--- config.mk ---
export PLATFORM = sky130hd
export DESIGN_NAME = bounded_deque_with_reverse_flat
export DESIGN_NICKNAME = d
export VERILOG_FILES = /design/src/hw/rtl/bdq_pkg.sv /design/src/hw/rtl/bdq_if.sv /design/src/hw/rtl/bdq_ram.sv /design/src/hw/rtl/bdq_ctrl.sv /design/src/hw/rtl/bdq_out.sv /design/src/hw/rtl/bounded_deque_with_reverse.sv /design/src/flat_wrapper.sv
export SDC_FILE = /design/constraint.sdc
export NUM_CORES = 2
export LEC_CHECK = 0
export BUFFER_PORTS_ARGS = -buffer_cell sky130_fd_sc_hd__buf_2
export CORE_ASPECT_RATIO = 1.5
export CORE_UTILIZATION = 50
export CTS_CLUSTER_DIAMETER = 50
export CTS_CLUSTER_SIZE = 14
export DETAILED_ROUTE_END_ITERATION = 8
export GPL_TIMING_DRIVEN = 0
export PLACE_DENSITY_LB_ADDON = 0.12
export SKIP_LAST_GASP = 1
export SYNTH_ARGS = -nofsm -noshare
export SYNTH_HDL_FRONTEND = slang
export SYNTH_SLANG_ARGS = --single-unit
--- constraint.sdc ---
create_clock -name clk -period 12.69 [get_ports clk]
set_clock_uncertainty 0.1 [all_clocks]
set_input_delay 0.6345 -clock clk [delete_from_list [all_inputs] [get_ports clk]]
set_output_delay 0.6345 -clock clk [all_outputs]
set_load 0.03 [all_outputs]
--- src/hw/rtl/bdq_pkg.sv ---
// ----------------------------------------------------------------------------
// bdq_pkg
// Shared types and constants for the bounded deque with reverse.
// ----------------------------------------------------------------------------
package bdq_pkg;

  localparam int CAPACITY_DEF = 16;
  localparam int DATA_W       = 64;
  localparam int MODE_W       = 3;
  localparam int STATUS_W     = 2;
  localparam int COUNT_OUT_W  = 5;

  typedef enum logic [MODE_W-1:0] {
    MODE_PUSH_FRONT = 3'd0,
    MODE_PUSH_BACK  = 3'd1,
    MODE_POP_FRONT  = 3'd2,
    MODE_POP_BACK   = 3'd3,
    MODE_REVERSE    = 3'd4,
    MODE_PEEK       = 3'd5
  } mode_t;

  typedef enum logic [STATUS_W-1:0] {
    ST_OK    = 2'd0,
    ST_FULL  = 2'd1,
    ST_EMPTY = 2'd2
  } status_t;

  typedef struct packed {
    status_t                  status;
    logic                     is_empty;
    logic [COUNT_OUT_W-1:0]   entry_count;
    logic                     reversed;
    logic                     first_byp;
    logic                     last_byp;
    logic [DATA_W-1:0]        push_value;
  } stage_info_t;

endpackage

--- src/hw/rtl/bdq_if.sv ---
// ----------------------------------------------------------------------------
// bdq_if
// Valid/ready channels carrying deque operations and deque results.
// ----------------------------------------------------------------------------
interface bdq_in_if import bdq_pkg::*; ();
  logic              valid;
  logic              ready;
  logic [MODE_W-1:0] mode;
  logic [DATA_W-1:0] push_value;

  modport source (output valid, output mode, output push_value, input ready);
  modport sink (input valid, input mode, input push_value, output ready);
endinterface

interface bdq_out_if import bdq_pkg::*; ();
  logic                   valid;
  logic                   ready;
  logic [STATUS_W-1:0]    status;
  logic [DATA_W-1:0]      front_value;
  logic [DATA_W-1:0]      back_value;
  logic                   is_empty;
  logic [COUNT_OUT_W-1:0] entry_count;

  modport source (output valid, output status, output front_value, output back_value,
                  output is_empty, output entry_count, input ready);
  modport sink (input valid, input status, input front_value, input back_value,
                input is_empty, input entry_count, output ready);
endinterface

--- src/hw/rtl/bdq_ram.sv ---
// ----------------------------------------------------------------------------
// bdq_ram
// Generic RAM: one write port, two read ports with registered read data.
// ----------------------------------------------------------------------------
module bdq_ram #(
  parameter int WIDTH = 64,
  parameter int DEPTH = 16
) (
  input  logic                     clk,
  input  logic                     we,
  input  logic [$clog2(DEPTH)-1:0] waddr,
  input  logic [WIDTH-1:0]         wdata,
  input  logic                     re,
  input  logic [$clog2(DEPTH)-1:0] raddr_a,
  input  logic [$clog2(DEPTH)-1:0] raddr_b,
  output logic [WIDTH-1:0]         rdata_a,
  output logic [WIDTH-1:0]         rdata_b
);

  logic [WIDTH-1:0] mem [DEPTH];
  logic [WIDTH-1:0] rdata_a_r;
  logic [WIDTH-1:0] rdata_b_r;

  always_ff @(posedge clk) begin
    if (we) begin
      mem[waddr] <= wdata;
    end
    if (re) begin
      rdata_a_r <= mem[raddr_a];
      rdata_b_r <= mem[raddr_b];
    end
  end

  assign rdata_a = rdata_a_r;
  assign rdata_b = rdata_b_r;

endmodule

--- src/hw/rtl/bdq_ctrl.sv ---
// ----------------------------------------------------------------------------
// bdq_ctrl
// Head, count and direction registers; store write and read addressing.
// ----------------------------------------------------------------------------
module bdq_ctrl import bdq_pkg::*; #(
  parameter int CAPACITY = CAPACITY_DEF,
  localparam int IDX_W = $clog2(CAPACITY),
  localparam int CNT_W = $clog2(CAPACITY + 1)
) (
  input  logic              clk,
  input  logic              rst_n,
  input  logic              fire,
  input  logic [MODE_W-1:0] mode,
  input  logic [DATA_W-1:0] push_value,
  output logic              we,
  output logic [IDX_W-1:0]  waddr,
  output logic [IDX_W-1:0]  raddr_a,
  output logic [IDX_W-1:0]  raddr_b,
  output stage_info_t       info
);

  localparam int SUM_W = IDX_W + 1;

  logic [IDX_W-1:0] head_r, head_nxt;
  logic [CNT_W-1:0] cnt_r, cnt_nxt;
  logic             rev_r, rev_nxt;
  stage_info_t      info_r, info_nxt;

  logic             full, empty, is_push, phys_first;
  logic [IDX_W-1:0] head_dec, head_inc, tail;
  logic [CNT_W-1:0] last_off;
  status_t          status;

  function automatic logic [IDX_W-1:0] wrap_add(logic [IDX_W-1:0] base,
                                               logic [CNT_W-1:0] off);
    logic [SUM_W-1:0] s;
    s = SUM_W'(base) + SUM_W'(off);
    if (s >= SUM_W'(CAPACITY)) begin
      s = s - SUM_W'(CAPACITY);
    end
    return s[IDX_W-1:0];
  endfunction

  assign full     = (cnt_r == CNT_W'(CAPACITY));
  assign empty    = (cnt_r == '0);
  assign head_dec = (head_r == '0) ? IDX_W'(CAPACITY - 1) : head_r - 1'b1;
  assign head_inc = (head_r == IDX_W'(CAPACITY - 1)) ? '0 : head_r + 1'b1;
  assign tail     = wrap_add(head_r, cnt_r);

  always_comb begin
    head_nxt   = head_r;
    cnt_nxt    = cnt_r;
    rev_nxt    = rev_r;
    status     = ST_OK;
    we         = 1'b0;
    is_push    = 1'b0;
    phys_first = 1'b0;
    unique case (mode) inside
      MODE_PUSH_FRONT, MODE_PUSH_BACK: begin
        is_push    = 1'b1;
        phys_first = (mode == MODE_PUSH_FRONT) != rev_r;
        if (full) begin
          status = ST_FULL;
        end else begin
          we      = fire;
          cnt_nxt = cnt_r + 1'b1;
          if (phys_first) begin
            head_nxt = head_dec;
          end
        end
      end
      MODE_POP_FRONT, MODE_POP_BACK: begin
        phys_first = (mode == MODE_POP_FRONT) != rev_r;
        if (empty) begin
          status = ST_EMPTY;
        end else begin
          cnt_nxt = cnt_r - 1'b1;
          if (phys_first) begin
            head_nxt = head_inc;
          end
        end
      end
      MODE_REVERSE: begin
        if (empty) begin
          status = ST_EMPTY;
        end else begin
          rev_nxt = ~rev_r;
        end
      end
      default: begin
      end
    endcase
  end

  assign waddr    = phys_first ? head_dec : tail;
  assign last_off = (cnt_nxt == '0) ? '0 : cnt_nxt - 1'b1;
  assign raddr_a  = head_nxt;
  assign raddr_b  = wrap_add(head_nxt, last_off);

  always_comb begin
    info_nxt             = info_r;
    info_nxt.status      = status;
    info_nxt.is_empty    = (cnt_nxt == '0);
    info_nxt.entry_count = COUNT_OUT_W'(cnt_nxt);
    info_nxt.reversed    = rev_nxt;
    info_nxt.first_byp   = we && (waddr == raddr_a);
    info_nxt.last_byp    = we && (waddr == raddr_b);
    info_nxt.push_value  = push_value;
  end

  always_ff @(posedge clk) begin
    if (!rst_n) begin
      head_r <= '0;
      cnt_r  <= '0;
      rev_r  <= 1'b0;
    end else if (fire) begin
      head_r <= head_nxt;
      cnt_r  <= cnt_nxt;
      rev_r  <= rev_nxt;
    end
  end

  always_ff @(posedge clk) begin
    if (fire) begin
      info_r <= info_nxt;
    end
  end

  assign info = info_r;

  a_count_bound: assert property (@(posedge clk) disable iff (!rst_n)
    cnt_r <= CNT_W'(CAPACITY)) else $error("count exceeds capacity");

  a_head_bound: assert property (@(posedge clk) disable iff (!rst_n)
    head_r <= IDX_W'(CAPACITY - 1)) else $error("head beyond store");

  a_full_push: assert property (@(posedge clk) disable iff (!rst_n)
    fire && is_push && full |=> $stable(cnt_r) && $stable(head_r))
    else $error("push when full changed the deque");

  a_idle_hold: assert property (@(posedge clk) disable iff (!rst_n)
    !fire |=> $stable(cnt_r) && $stable(rev_r) && $stable(head_r))
    else $error("state moved without a word");

endmodule

--- src/hw/rtl/bdq_out.sv ---
// ----------------------------------------------------------------------------
// bdq_out
// Read stage and output register: merge store data with bypass, hold on stall.
// ----------------------------------------------------------------------------
module bdq_out import bdq_pkg::*; (
  input  logic              clk,
  input  logic              rst_n,
  input  logic              fire,
  input  stage_info_t       info,
  input  logic [DATA_W-1:0] rdata_a,
  input  logic [DATA_W-1:0] rdata_b,
  output logic              in_ready,
  bdq_out_if.source         out_ch
);

  logic                   s1_valid_r, s1_valid_nxt;
  logic                   out_valid_r, out_valid_nxt;
  logic                   adv;
  logic [DATA_W-1:0]      first, last, front, back;
  logic [STATUS_W-1:0]    status_r;
  logic [DATA_W-1:0]      front_r, back_r;
  logic                   empty_r;
  logic [COUNT_OUT_W-1:0] count_r;

  assign adv      = !out_valid_r || out_ch.ready;
  assign in_ready = !s1_valid_r || adv;

  assign first = info.first_byp ? info.push_value : rdata_a;
  assign last  = info.last_byp ? info.push_value : rdata_b;
  assign front = info.is_empty ? '0 : (info.reversed ? last : first);
  assign back  = info.is_empty ? '0 : (info.reversed ? first : last);

  always_comb begin
    s1_valid_nxt  = s1_valid_r;
    out_valid_nxt = out_valid_r;
    if (adv) begin
      out_valid_nxt = s1_valid_r;
      s1_valid_nxt  = 1'b0;
    end
    if (fire) begin
      s1_valid_nxt = 1'b1;
    end
  end

  always_ff @(posedge clk) begin
    if (!rst_n) begin
      s1_valid_r  <= 1'b0;
      out_valid_r <= 1'b0;
    end else begin
      s1_valid_r  <= s1_valid_nxt;
      out_valid_r <= out_valid_nxt;
    end
  end

  always_ff @(posedge clk) begin
    if (adv && s1_valid_r) begin
      status_r <= info.status;
      front_r  <= front;
      back_r   <= back;
      empty_r  <= info.is_empty;
      count_r  <= info.entry_count;
    end
  end

  assign out_ch.valid       = out_valid_r;
  assign out_ch.status      = status_r;
  assign out_ch.front_value = front_r;
  assign out_ch.back_value  = back_r;
  assign out_ch.is_empty    = empty_r;
  assign out_ch.entry_count = count_r;

  a_stall_blocks: assert property (@(posedge clk) disable iff (!rst_n)
    !in_ready |-> s1_valid_r && out_valid_r)
    else $error("input stalled with a free stage");

  a_empty_zero: assert property (@(posedge clk) disable iff (!rst_n)
    out_valid_r && empty_r |-> front_r == '0 && back_r == '0 && count_r == '0)
    else $error("empty result carries data");

  a_s1_drain: assert property (@(posedge clk) disable iff (!rst_n)
    s1_valid_r && adv && !fire |=> !s1_valid_r && out_valid_r)
    else $error("read stage word lost");

endmodule

--- src/hw/rtl/bounded_deque_with_reverse.sv ---
// ----------------------------------------------------------------------------
// bounded_deque_with_reverse
// Bounded double-ended queue of 64-bit words with constant-time reverse.
// ----------------------------------------------------------------------------
// Each word on in_ch is one operation (push front/back, pop front/back,
// reverse, peek) and yields exactly one result word on out_ch describing the
// deque afterwards: status, front and back values (zero when empty), empty
// flag and count. One operation is taken every cycle unless out_ch back-pressure
// stalls the input; each result passes through the registered read of the
// single-write, dual-read value store and then through the output register.
// Entries live in a ring of CAPACITY slots with a head index, a count and a
// direction flag, so reverse only toggles the flag.
module bounded_deque_with_reverse import bdq_pkg::*; #(
  parameter int CAPACITY = CAPACITY_DEF
) (
  input  logic       clk,
  input  logic       rst_n,
  bdq_in_if.sink     in_ch,
  bdq_out_if.source  out_ch
);

  localparam int IDX_W = $clog2(CAPACITY);

  logic              fire, in_ready, we;
  logic [IDX_W-1:0]  waddr, raddr_a, raddr_b;
  logic [DATA_W-1:0] rdata_a, rdata_b;
  stage_info_t       info;

  assign in_ch.ready = in_ready;
  assign fire        = in_ch.valid && in_ready;

  bdq_ctrl #(.CAPACITY(CAPACITY)) u_ctrl (
    .clk        (clk),
    .rst_n      (rst_n),
    .fire       (fire),
    .mode       (in_ch.mode),
    .push_value (in_ch.push_value),
    .we         (we),
    .waddr      (waddr),
    .raddr_a    (raddr_a),
    .raddr_b    (raddr_b),
    .info       (info)
  );

  bdq_ram #(.WIDTH(DATA_W), .DEPTH(CAPACITY)) u_ram (
    .clk     (clk),
    .we      (we),
    .waddr   (waddr),
    .wdata   (in_ch.push_value),
    .re      (fire),
    .raddr_a (raddr_a),
    .raddr_b (raddr_b),
    .rdata_a (rdata_a),
    .rdata_b (rdata_b)
  );

  bdq_out u_out (
    .clk      (clk),
    .rst_n    (rst_n),
    .fire     (fire),
    .info     (info),
    .rdata_a  (rdata_a),
    .rdata_b  (rdata_b),
    .in_ready (in_ready),
    .out_ch   (out_ch)
  );

endmodule
--- src/flat_wrapper.sv ---
// flat-port wrapper written by rule: the top's interface ports become plain ports
module bounded_deque_with_reverse_flat import bdq_pkg::*;
#(
  parameter int CAPACITY = CAPACITY_DEF
)
  (clk, rst_n, in_ch_valid, in_ch_mode, in_ch_push_value, in_ch_ready, out_ch_valid, out_ch_status, out_ch_front_value, out_ch_back_value, out_ch_is_empty, out_ch_entry_count, out_ch_ready);
  bdq_in_if in_ch_i ();
  bdq_out_if out_ch_i ();
  input  logic clk;
  input  logic rst_n;
  input wire logic [$bits(in_ch_i.valid)-1:0] in_ch_valid;
  input wire logic [$bits(in_ch_i.mode)-1:0] in_ch_mode;
  input wire logic [$bits(in_ch_i.push_value)-1:0] in_ch_push_value;
  output wire logic [$bits(in_ch_i.ready)-1:0] in_ch_ready;
  output wire logic [$bits(out_ch_i.valid)-1:0] out_ch_valid;
  output wire logic [$bits(out_ch_i.status)-1:0] out_ch_status;
  output wire logic [$bits(out_ch_i.front_value)-1:0] out_ch_front_value;
  output wire logic [$bits(out_ch_i.back_value)-1:0] out_ch_back_value;
  output wire logic [$bits(out_ch_i.is_empty)-1:0] out_ch_is_empty;
  output wire logic [$bits(out_ch_i.entry_count)-1:0] out_ch_entry_count;
  input wire logic [$bits(out_ch_i.ready)-1:0] out_ch_ready;
  assign in_ch_i.valid = in_ch_valid;
  assign in_ch_i.mode = in_ch_mode;
  assign in_ch_i.push_value = in_ch_push_value;
  assign in_ch_ready = in_ch_i.ready;
  assign out_ch_valid = out_ch_i.valid;
  assign out_ch_status = out_ch_i.status;
  assign out_ch_front_value = out_ch_i.front_value;
  assign out_ch_back_value = out_ch_i.back_value;
  assign out_ch_is_empty = out_ch_i.is_empty;
  assign out_ch_entry_count = out_ch_i.entry_count;
  assign out_ch_i.ready = out_ch_ready;
  bounded_deque_with_reverse #(.CAPACITY(CAPACITY)) u_core (.clk(clk), .rst_n(rst_n), .in_ch(in_ch_i), .out_ch(out_ch_i));
endmodule
==> results.yml <==
status:
  status: "finished, violations left"
  violations: "capacitance limit, slew limit"
routing:
  via_count: 41100
  viasPerCell: 6.76
  dr.pass1.iters: 6
  wl_per_cell_um: 34.1
  detail-route-antenna-nets: 0
  drtIter0Drc: 5176
  totalWireLength_um: 207000
  drc: 0
die:
  die-area_um2: 127000
  fp.dieW_um: 291
  core_area_um2: 124000
  initial_core_util: 0.505
  rows: 158
  die_h_um: 435
  io_pins: 209
clocking:
  clock_latency_ns: 0.78
  cts_hold_buf: 1
  cts_tree: "done"
  cts_setup_buffers: 0
  cts_made_buffers: 119
  clk_transition_reported_paths_ns: 0.07
  cts.sinks: 1375
  clk_path_buf_depth: 3
  cts_resized: 0
  root_buffer: "clkbuf_16"
  cts-htree-levels: 3
synthesis:
  syn_nets: 4106
  synthTopCellsByArea: "edfxtp_1 65%, mux4_2 12%, nand2_1 4.0%"
  synth.most_common_cell: "edfxtp_1"
  netlist_top_cells_count: "1,363 x edfxtp_1, 660 x nand2_1, 321 x a211oi_1, 320 x mux4_2, 247 x clkbuf_1"
  netlist.area_leader.share: 0.654
  synth-seq-cells: 1375
  ys.flop_type: "edfxtp_1"
  synthArstFlopShare: 0
  yosys.area.top_type: "edfxtp_1"
  synth_edf_count: 1363
  synth_area_um2: 62600
  synthDistinctLibCells: 63
  synth_seq_area_share: 0.658
  avgSynthCellArea_um2: 15.6
  yosys_warnings: 0
  syn-instance-count: 4022
sta:
  fmax_ghz: 0.110
  finalSetupViolCount: 0
  fin_crit_sh: 0.716
  maxSlewHeadroom: -0.0318
  fin_crit_ns: 9.08
  rsz0062_at_grt: "no"
  worst_pin_slew_ns: 1.55
  hold_viol: 0
  final-max-slew-violation-count: 11
  hold_ws_ns: 0.0527
setup_path:
  crit_arrival_ns: 9.48
  cp-startpoint: "u_core.u_ctrl.cnt_r[1]"
  endpoint_kind: "flop"
  required_ns: 13.09
  reg2reg_depth: 16
  crit_fanout: 10
  ff2ff_setup_slack_ns: 3.61
  r2r-start: "u_core.u_ctrl.cnt_r[1]"
  path_cells: "inv_1 -> ha_1 -> nor4b_4 -> a211oi_1 -> o21ai_0 -> a211o_1 -> buf_2 -> clkbuf_1 -> clkbuf_1 -> buf_1 -> fa_1 -> clkbuf_1 -> clkbuf_1 -> clkbuf_1 -> mux4_2 -> mux4_2"
  crit_type: "flop to flop"
  regToRegEndpoint: "u_core.u_ram.rdata_b[63]"
  start_kind: "flop"
  cpPeakStageDelay_ns: 1.17
  crit_path_end: "u_core.u_ram.rdata_b[63]"
  critical_path.slowest_cell: "clkbuf_1"
  critPathMostFrequentCell: "clkbuf_1"
place:
  place_congestion: 0.912
  portBuffers: 208
  dp_hpwl_um: 145000
layout:
  area_delta_synth_final_pct: 12.8
  final.fill_count: 9649
  layout-drive-gt1-share: 0.202
  regArea_um2: 41200
  multi_input_area_um2: 20100
  nets: 4495
  final_core_util: 0.570
grt:
  grt_usage: 0.325
  grt_max_degree: 42
  grt_pass1_vias: 41200
  grt-ovfl-total: 0
  grt_pass1_wl_um: 292000
  antenna_found_initial: 12
power_and_ir_drop:
  ir_worst_vdd_mv: 0.146
  p_per_area_nw_per_um2: 189
  p_leak_nw: 23.4
min_path:
  holdCritPathClass: "primary input to flop"
flow_run:
  maxCapViolations: 1
==> placed cells by master (no fill, tap or decap), drive strengths merged, types with 3 or more instances in the layout <==
cell type / Yosys / layout
mux2i: 196 / 196
nor4: 4 / 4
o211a: 4 / 4
a221o: 65 / 65
nand2b: 5 / 5
inv: 20 / 27
clkbuf: 247 / 389
or2: 3 / 3
clkinv: 0 / 25
edfxtp: 1363 / 1363
nand2: 660 / 660
nor2b: 69 / 69
a211oi: 321 / 321
or3: 3 / 3
nor3: 5 / 5
nor2: 35 / 35
dfxtp: 12 / 12
nand3: 4 / 4
a31oi: 129 / 129
xor2: 7 / 7
mux2: 64 / 64
xnor2: 16 / 16
ha: 11 / 11
and3: 193 / 193
o21ai: 9 / 9
and2: 71 / 71
buf: 78 / 345
o32ai: 64 / 64
a21oi: 13 / 13
clkinvlp: 0 / 3
mux4: 320 / 320
bufinv: 0 / 9
==> report_power, final <==
part	internal (mW)	switching (mW)	total, mW
Combinational	1.75	2.59	4.34
Sequential	5.35	0.0828	5.44
Clock	1.91	1.67	3.57
==> cells by family (layout without fill, tap and decap cells) <==
| kind of cell | after synthesis | in the layout | share of synthesized area |
|---|---|---|---|
| AO/OA/AOI/OAI | 624 | 624 | 0.0758 |
| XOR/XNOR | 23 | 23 | 0.00322 |
| adder cells (fa/ha/maj) | 13 | 13 | 0.00284 |
| buffers and inverters | 345 | 799 | 0.0230 |
| flip-flops | 1375 | 1375 | 0.658 |
| multiplexers | 580 | 580 | 0.158 |
| other | 0 | 2 | 0 |
| AND/OR/NAND/NOR | 1062 | 1062 | 0.0792 |
==> final cells by class <==
type / count / area share
Timing Repair Buffer: 268 / 0.0322
Buffer: 325 / 0.0194
Antenna cell: 2 / 0.0000709
Tap cell: 1600 / 0.0284
Sequential cell: 1375 / 0.583
Clock buffer: 142 / 0.0440
Clock inverter: 44 / 0.00688
Inverter: 20 / 0.00106
Multi-Input combinational cell: 2302 / 0.285
==> metal layers <==
| metal | GRT usage | part of all wire | up-vias |
|---|---|---|---|
| met5 | 0.00572 | 0.00079 | - |
| met4 | 0.181 | 0.061 | 12 |
| met3 | 0.0630 | 0.092 | 596 |
| met2 | 0.556 | 0.50 | 2619 |
| met1 | 0.386 | 0.35 | 21000 |
| li1 | - | - | 16900 |
==> worst max-delay path: cells and delay by family (launching register included) <==
family          cells  cell delay [ns]
fa+ha+maj           2             0.69
compound gates      3             0.52
simple gates        1             0.39
mux                 2             0.96
flops               1             0.39
buf+inv             8             5.68
==> sequential cells by signal, indices dropped and copies added (netlist names) <==
| signal | flops |
|---|---|
| u_core.u_ram.mem | 1024 |
| u_core.u_ctrl.info | 75 |
| u_core.u_out.out_ch.back_value | 64 |
| u_core.u_out.out_ch.front_value | 64 |
| u_core.u_ram.rdata_a | 64 |
| u_core.u_ram.rdata_b | 64 |
| u_core.u_ctrl.cnt_r | 5 |
| u_core.u_out.out_ch.entry_count | 5 |
| u_core.u_ctrl.head_r | 4 |
| u_core.u_out.out_ch.status | 2 |
| u_core.u_ctrl.rev_r | 1 |
| u_core.u_out.out_ch.is_empty | 1 |
| u_core.u_out.out_ch.valid | 1 |
| u_core.u_out.s1_valid_r | 1 |
==> how the worst min path moves through the flow <==
| stage | startpoint | endpoint | slack, ns | cells past startpoint |
|---|---|---|---|---|
| floorplan | u_core.u_ctrl.info[67] | u_core.u_out.out_ch.entry_count[0] | 0.30 | 0 |
| global placement | u_core.u_ctrl.info[67] | u_core.u_out.out_ch.entry_count[0] | 0.30 | 0 |
| detailed placement | u_core.u_ctrl.info[68] | u_core.u_out.out_ch.entry_count[1] | 0.30 | 0 |
| CTS | rst_n | u_core.u_ctrl.cnt_r[3] | 0.03 | 2 |
| global route | rst_n | u_core.u_ctrl.cnt_r[4] | 0.07 | 2 |
| finish | rst_n | u_core.u_ctrl.cnt_r[3] | 0.05 | 2 |
==> stage by stage <==
stage	std cells	power, mW	setup slack [ns]	instance area, um^2	setup TNS [ns]
floorplan	4022	8.22	1.08	62600	0
global placement	5830	9.79	-7.27	65600	-1773.08
detailed placement	5889	9.81	3.90	67000	0
CTS	6076	13.3	3.89	70600	0
global route	6077	13.7	3.78	70600	0
finish	6078	13.3	3.61	70600	0
No activity file was read; power rests on OpenSTA's default activity.
